**src/sv/ttlcd_pkg.sv**
```systemverilog
package ttlcd_pkg;

	localparam int unsigned PageCountDef = 8;
	localparam logic [7:0] LastColumn = 8'd131;
	localparam logic [7:0] WrapColumn = 8'd127;
	localparam logic [7:0] CmdPage = 8'hB0;
	localparam logic [7:0] CmdColHigh = 8'h10;
	localparam logic [7:0] CmdColLow = 8'h00;
	localparam logic [7:0] GlyphWidth = 8'd8;
	localparam logic [7:0] AlignMask = 8'hF8;

	localparam int unsigned GlyphDepth = 1024;
	localparam int unsigned GlyphAddrW = $clog2(GlyphDepth);
	localparam int unsigned ByteW = 8;

	// 8 glyph columns of (3 commands + 1 data) plus a closing cursor triple
	localparam int unsigned RunBytes = 35;
	localparam int unsigned IdxW = $clog2(RunBytes);
	localparam logic [IdxW-1:0] LastIdx = IdxW'(RunBytes - 1);

	localparam logic [1:0] PosPage = 2'd0;
	localparam logic [1:0] PosColHigh = 2'd1;
	localparam logic [1:0] PosColLow = 2'd2;
	localparam logic [1:0] PosData = 2'd3;

	localparam logic [6:0] GlyphFirst = 7'd32;
	localparam int unsigned GlyphCount = 96;

	// bytes 1..5 of each glyph from code 32 upward, byte 1 in the top bits
	localparam logic [39:0] FontCore [GlyphCount] = '{
		40'h0000000000, 40'h00004F0000, 40'h0000000000, 40'h0000000000,
		40'h0000000000, 40'h2313086462, 40'h0000000000, 40'h0000000000,
		40'h0000000000, 40'h0000000000, 40'h0000000000, 40'h08083E0808,
		40'h0000000000, 40'h0808080808, 40'h6060000000, 40'h0000000000,
		40'h3E4141413E, 40'h44427F4040, 40'h4261514946, 40'h2141454B31,
		40'h1814127F10, 40'h2745454539, 40'h2C4A494930, 40'h0301710907,
		40'h3649494936, 40'h064949291E, 40'h0036360000, 40'h0000000000,
		40'h0000000000, 40'h1414141414, 40'h0000000000, 40'h0201510906,
		40'h0000000000, 40'h3C1211123C, 40'h7F49494936, 40'h3E41414122,
		40'h7F4141221C, 40'h7F49494941, 40'h7F09090901, 40'h3F41494972,
		40'h7F0808087F, 40'h00417F4100, 40'h2040413F01, 40'h7F08142241,
		40'h7F40404040, 40'h7F020C027F, 40'h7F0408027F, 40'h3F4141413F,
		40'h7F09090906, 40'h3F4151215E, 40'h7F09192946, 40'h2649494932,
		40'h01017F0101, 40'h3F4040403F, 40'h1F2040201F, 40'h3F4038403F,
		40'h6314081463, 40'h0708700807, 40'h6151494543, 40'h0000000000,
		40'h0000000000, 40'h0000000000, 40'h0000000000, 40'h0000000000,
		40'h0000000000, 40'h1054545478, 40'h7F48444438, 40'h3844444420,
		40'h384444487F, 40'h3854545418, 40'h087E090102, 40'h0C5252523E,
		40'h7F08040478, 40'h00447D4000, 40'h2040443400, 40'h7F10284400,
		40'h00417F4000, 40'h7C04180478, 40'h7C08040478, 40'h3844444438,
		40'h7C14141408, 40'h081414187C, 40'h7C08040408, 40'h4854545420,
		40'h043F444020, 40'h3C4040207C, 40'h1C2040201C, 40'h3C4038403C,
		40'h4428102844, 40'h0C5050503C, 40'h4464544C44, 40'h0000000000,
		40'h0000000000, 40'h0000000000, 40'h0000000000, 40'h0705070000
	};

	// one byte of the font image, by flat ROM address {code, column}
	function automatic logic [ByteW-1:0] glyph_byte(input logic [GlyphAddrW-1:0] addr);
		logic [6:0] code;
		logic [2:0] col;
		logic [39:0] row;
		logic [ByteW-1:0] res;
		code = addr[GlyphAddrW-1:3];
		col = addr[2:0];
		res = '0;
		if (code >= GlyphFirst && col >= 3'd1 && col <= 3'd5) begin
			row = FontCore[7'(code - GlyphFirst)];
			res = row[(5 - int'(col)) * 8 +: 8];
		end
		return res;
	endfunction

	typedef struct packed {
		logic valid;
		logic [ByteW-1:0] value;
		logic is_data;
		logic last;
		logic blank;
		logic [GlyphAddrW-1:0] rom_addr;
	} issue_t;

endpackage

```
**src/sv/ttlcd_seq.sv**
```systemverilog
module ttlcd_seq #(
	parameter int unsigned PAGE_COUNT = ttlcd_pkg::PageCountDef
) (
	input  logic                  clk,
	input  logic                  arst_n,
	input  logic                  enable,
	input  logic                  in_valid,
	output logic                  in_ready,
	input  logic [7:0]            char_code,
	input  logic                  advance,
	output ttlcd_pkg::issue_t     issue
);

	localparam int unsigned PageW = (PAGE_COUNT > 1) ? $clog2(PAGE_COUNT) : 1;
	localparam logic [PageW-1:0] PageMax = PageW'(PAGE_COUNT - 1);

	logic                        pend_valid_q;
	logic [7:0]                  pend_code_q;
	logic                        active_q;
	logic [ttlcd_pkg::IdxW-1:0]  idx_q;
	logic [7:0]                  code_q;
	logic [7:0]                  col_q;
	logic [PageW-1:0]            page_q;
	logic [7:0]                  cur_col_q;
	logic [PageW-1:0]            cur_page_q;

	logic             take;
	logic [7:0]       start_col;
	logic [PageW-1:0] start_page;
	logic [3:0]       grp;
	logic [1:0]       pos;
	logic [7:0]       col_cur;
	logic [7:0]       mirrored;

	assign in_ready = enable && !pend_valid_q;
	assign take = pend_valid_q && (!active_q || (advance && idx_q == ttlcd_pkg::LastIdx));

	// column wrap moves to the next page straight away
	always_comb begin
		if (cur_col_q > ttlcd_pkg::WrapColumn) begin
			start_col = '0;
			start_page = (cur_page_q == PageMax) ? '0 : cur_page_q + PageW'(1);
		end else begin
			start_col = cur_col_q & ttlcd_pkg::AlignMask;
			start_page = cur_page_q;
		end
	end

	always_ff @(posedge clk or negedge arst_n) begin
		if (!arst_n) begin
			pend_valid_q <= 1'b0;
			active_q <= 1'b0;
			idx_q <= '0;
			cur_col_q <= '0;
			cur_page_q <= '0;
		end else begin
			if (in_valid && in_ready) begin
				pend_valid_q <= 1'b1;
			end else if (take) begin
				pend_valid_q <= 1'b0;
			end
			if (take) begin
				active_q <= 1'b1;
				idx_q <= '0;
				cur_col_q <= start_col + ttlcd_pkg::GlyphWidth;
				cur_page_q <= start_page;
			end else if (advance && active_q) begin
				if (idx_q == ttlcd_pkg::LastIdx) begin
					active_q <= 1'b0;
				end else begin
					idx_q <= idx_q + ttlcd_pkg::IdxW'(1);
				end
			end
		end
	end

	always_ff @(posedge clk) begin
		if (in_valid && in_ready) begin
			pend_code_q <= char_code;
		end
		if (take) begin
			code_q <= pend_code_q;
			col_q <= start_col;
			page_q <= start_page;
		end
	end

	assign grp = idx_q[ttlcd_pkg::IdxW-1:2];
	assign pos = idx_q[1:0];
	assign col_cur = col_q + {4'b0, grp};
	assign mirrored = ttlcd_pkg::LastColumn - col_cur;

	always_comb begin
		issue.valid = active_q;
		issue.is_data = (pos == ttlcd_pkg::PosData);
		issue.last = (idx_q == ttlcd_pkg::LastIdx);
		issue.blank = code_q[7];
		issue.rom_addr = {code_q[6:0], grp[2:0]};
		case (pos)
			ttlcd_pkg::PosPage: issue.value = ttlcd_pkg::CmdPage + 8'(page_q);
			ttlcd_pkg::PosColHigh: issue.value = ttlcd_pkg::CmdColHigh + {4'b0, mirrored[7:4]};
			ttlcd_pkg::PosColLow: issue.value = ttlcd_pkg::CmdColLow + {4'b0, mirrored[3:0]};
			default: issue.value = '0;
		endcase
	end

endmodule

```
**config.mk**
```make
export PLATFORM = sky130hd
export DESIGN_NAME = ttlcd_seq
export DESIGN_NICKNAME = d
export VERILOG_FILES = /design/src/sv/ttlcd_pkg.sv /design/src/sv/ttlcd_seq.sv
export SDC_FILE = /design/constraint.sdc
export NUM_CORES = 1
export LEC_CHECK = 0
export BUFFER_PORTS_ARGS = -buffer_cell sky130_fd_sc_hd__buf_2
export CORE_MARGIN = 1
export CORE_UTILIZATION = 37
export DETAILED_ROUTE_END_ITERATION = 7
export SYNTH_ARGS = -nofsm -noshare
export SYNTH_HDL_FRONTEND = slang
export SYNTH_SLANG_ARGS = --single-unit
```
**constraint.sdc**
```tcl
create_clock -name clk -period 2.53 [get_ports clk]
set_input_delay 0.3795 -clock clk [delete_from_list [all_inputs] [get_ports clk]]
set_output_delay 0.3795 -clock clk [all_outputs]
set_load 0.005 [all_outputs]
```
==> results.ini <==
[status]
status = completed

[logic_synthesis]
synth_area_um2 = 1990
synth.distinct_cells = 38
synth_top_area_cell = edfxtp_1
synth_seq_cells = 39
synth_area_per_cell_um2 = 12.4
yosys_warnings = 0
synthCells = 160
yosysMostFrequentCell = edfxtp_1
synth_common_cells = edfxtp_1, dfrtp_1, ha_1
synth.top_cell.area_share = 0.348
synth_enable_flop_cells = 23
async_reset_ff_frac = 0.410
synth_seq_area_share = 0.549
synth_nets = 187
yosys-top-cells-area = edfxtp_1, dfrtp_1, ha_1
ys.flop_type = edfxtp_1

[worst_setup_path]
slowest_delay_ns = 0.42
slowest_stage = dfrtp_2
rr_worst_depth = 6
crit_path_cell_trace = inv_1 > ha_1 > a211oi_2 > o21ba_2 > o32ai_1 > a31o_2 > buf_2
rr_startpoint = idx_q[0]
r2r_end = cur_page_q[0]
r2r_slack_ns = 0.46
end_kind = output port
cp-start-kind = register
crit_required_ns = 2.15
critPathKind = reg2out
worst-endpoint-arrival_ns = 2.04
path_max_fanout = 5

[job]
maxCapViolations = 0

[cts]
clock-sinks = 39
ctsHoldBuffers = 0
clockBufferDepth = 2
cts.root.buffer_cell = clkbuf_8
clock_latency_ns = 0.28
cts_buffers = 5
clk_pin_slew_ns = 0.08
cts_tree = built
htree_levels = 2

[sta]
grt_setup_unrepaired = false
skew_ns = 0.00529
finalCritPeriodShare = 0.958
final-hold-violation-count = 0
setup_tns_ns = 0
finalWorstPathRequiredPeriod_ns = 2.42
fmax_mhz = 412
drv_slew = 0
finalSetupViolCount = 0

[routing]
firstDrtPassIters = 4
vias = 1280
ant_nets = 0
drt-initial-drc-count = 55
wl_per_cell_um = 12.5
drc = 0
wl_mm = 3.35
viasPerCell = 4.78

[cells_and_area]
fin_cells = 268
n_fill_cell = 495
nets = 224
drive_gt1_frac = 0.343
ff_latch_area_um2 = 1090
areaGrowthSynthToFinish_pct = 20.7
insertedDiodeCount = 0
final_cell_area_um2 = 2400
multi_input_area_um2 = 841

[place]
dp_cells = 254
hpwl_mm = 2.28
place_area_um2 = 2190
port_buffers = 34
gp_congestion = 0.755

[floorplan]
fp.dieArea_um2 = 5660
dieHeight_um = 75.3
std_cell_rows = 26
core_area_um2 = 5140
io_pins = 36
initial_utilization = 0.386
die_w_um = 75.3

[global_routing]
grt_pass1_vias = 1175
track_usage = 0.126
grt_pass1_wl_mm = 5.26
antenna_found_initial = 0
grt_max_degree = 30
grt-ovfl-total = 0

[power_and_ir_drop]
powerDensity_nw_per_um2 = 839
peakVddDrop_mv = 0.481
p_leak_nw = 1.03

[hold_path]
hold_path_class = in2async

[cells by family (layout without fill, tap and decap cells)]
family	after synthesis	after routing	share of synthesized area
mux	12	12	0.0655
compound gates	25	25	0.0964
flops	39	39	0.549
buf+inv	20	58	0.0536
xor+xnor	6	6	0.0265
simple gates	43	43	0.118
other cells	1	1	0.00189
fa+ha+maj	14	14	0.0882
[registers in the layout, summed over array words and instances (netlist names)]
| name | count |
|---|---|
| cur_col_q | 5 |
| pend_code_q | 8 |
| page_q | 3 |
| idx_q | 6 |
| active_q | 1 |
| pend_valid_q | 1 |
| cur_page_q | 3 |
| col_q | 4 |
| code_q | 8 |
[worst max-delay path, delay by kind of cell (launching register included)]
family	cells	cell delay, ns
DFF	1	0.42
buffers and inverters	2	0.22
AOI/OAI and AO/OA	4	0.79
adders and majority gates	1	0.34
[how the worst max path moves through the flow]
stage	start	endpoint	cells past startpoint
after floorplan	idx_q[5]	issue[16]	6
after global placement	idx_q[3]	issue[15]	7
after detailed placement	idx_q[3]	issue[15]	7
after CTS	idx_q[5]	issue[16]	7
after global routing	idx_q[3]	issue[16]	7
final	idx_q[3]	issue[15]	7
[stage by stage]
step	power, W	utilization	setup WS, ns	hold slack [ns]
after floorplan	0.00129	-	0.439	0.0839
after global placement	0.00141	0.426	0.249	0.326
after detailed placement	0.00142	0.426	0.230	0.322
after CTS	0.00195	0.451	0.0258	0.00951
after global routing	0.00216	0.466	0.00842	0.0268
final	0.00201	0.466	0.106	0.00764
[placed cells by master (no fill, tap or decap), drive strengths merged, types with 2 or more instances in the layout]
cell type	count
buf	41
edfxtp	23
dfrtp	16
ha	14
nand2	10
nor2	9
inv	9
mux2	8
nor2b	7
nand3	5
clkbuf	5
a21oi	4
xnor2	4
o21ai	4
mux2i	4
nand4	3
a22oi	2
nand2b	2
a21o	2
xor2	2
a31o	2
and3	2
o22ai	2
a22o	2
or3	2
clkinv	2
[routing by layer]
metal | up-vias | share of wire | wire length [um] | GRT usage
met4 | 0 | 0.0099 | 33 | 0.0309
li1 | 644 | - | - | -
met1 | 602 | 0.48 | 1590 | 0.171
met5 | - | 0 | 0 | 0
met3 | 5 | 0.042 | 141 | 0.0482
met2 | 29 | 0.47 | 1580 | 0.190
[repair_timing]
action,in CTS,in global routing
endpoints found under the setup margin,3,3
resized for setup,3,5
buffers inserted,1,5
pin swaps,0,1
[power breakdown]
group | switching [W] | internal [W] | leakage (nW)
registers | 0.0000941 | 0.000758 | 0.399
clock network | 0.000202 | 0.000288 | 0.0556
logic | 0.000325 | 0.000345 | 0.571
[cell type report]
class	instances	area share
sequential	39	0.456
timing repair buffer	41	0.0981
inverter	9	0.0141
multi-input combinational	101	0.351
tap	70	0.0365
clock inverter	3	0.0162
clock buffer	5	0.0287
Power figures use the tool's default switching activity.
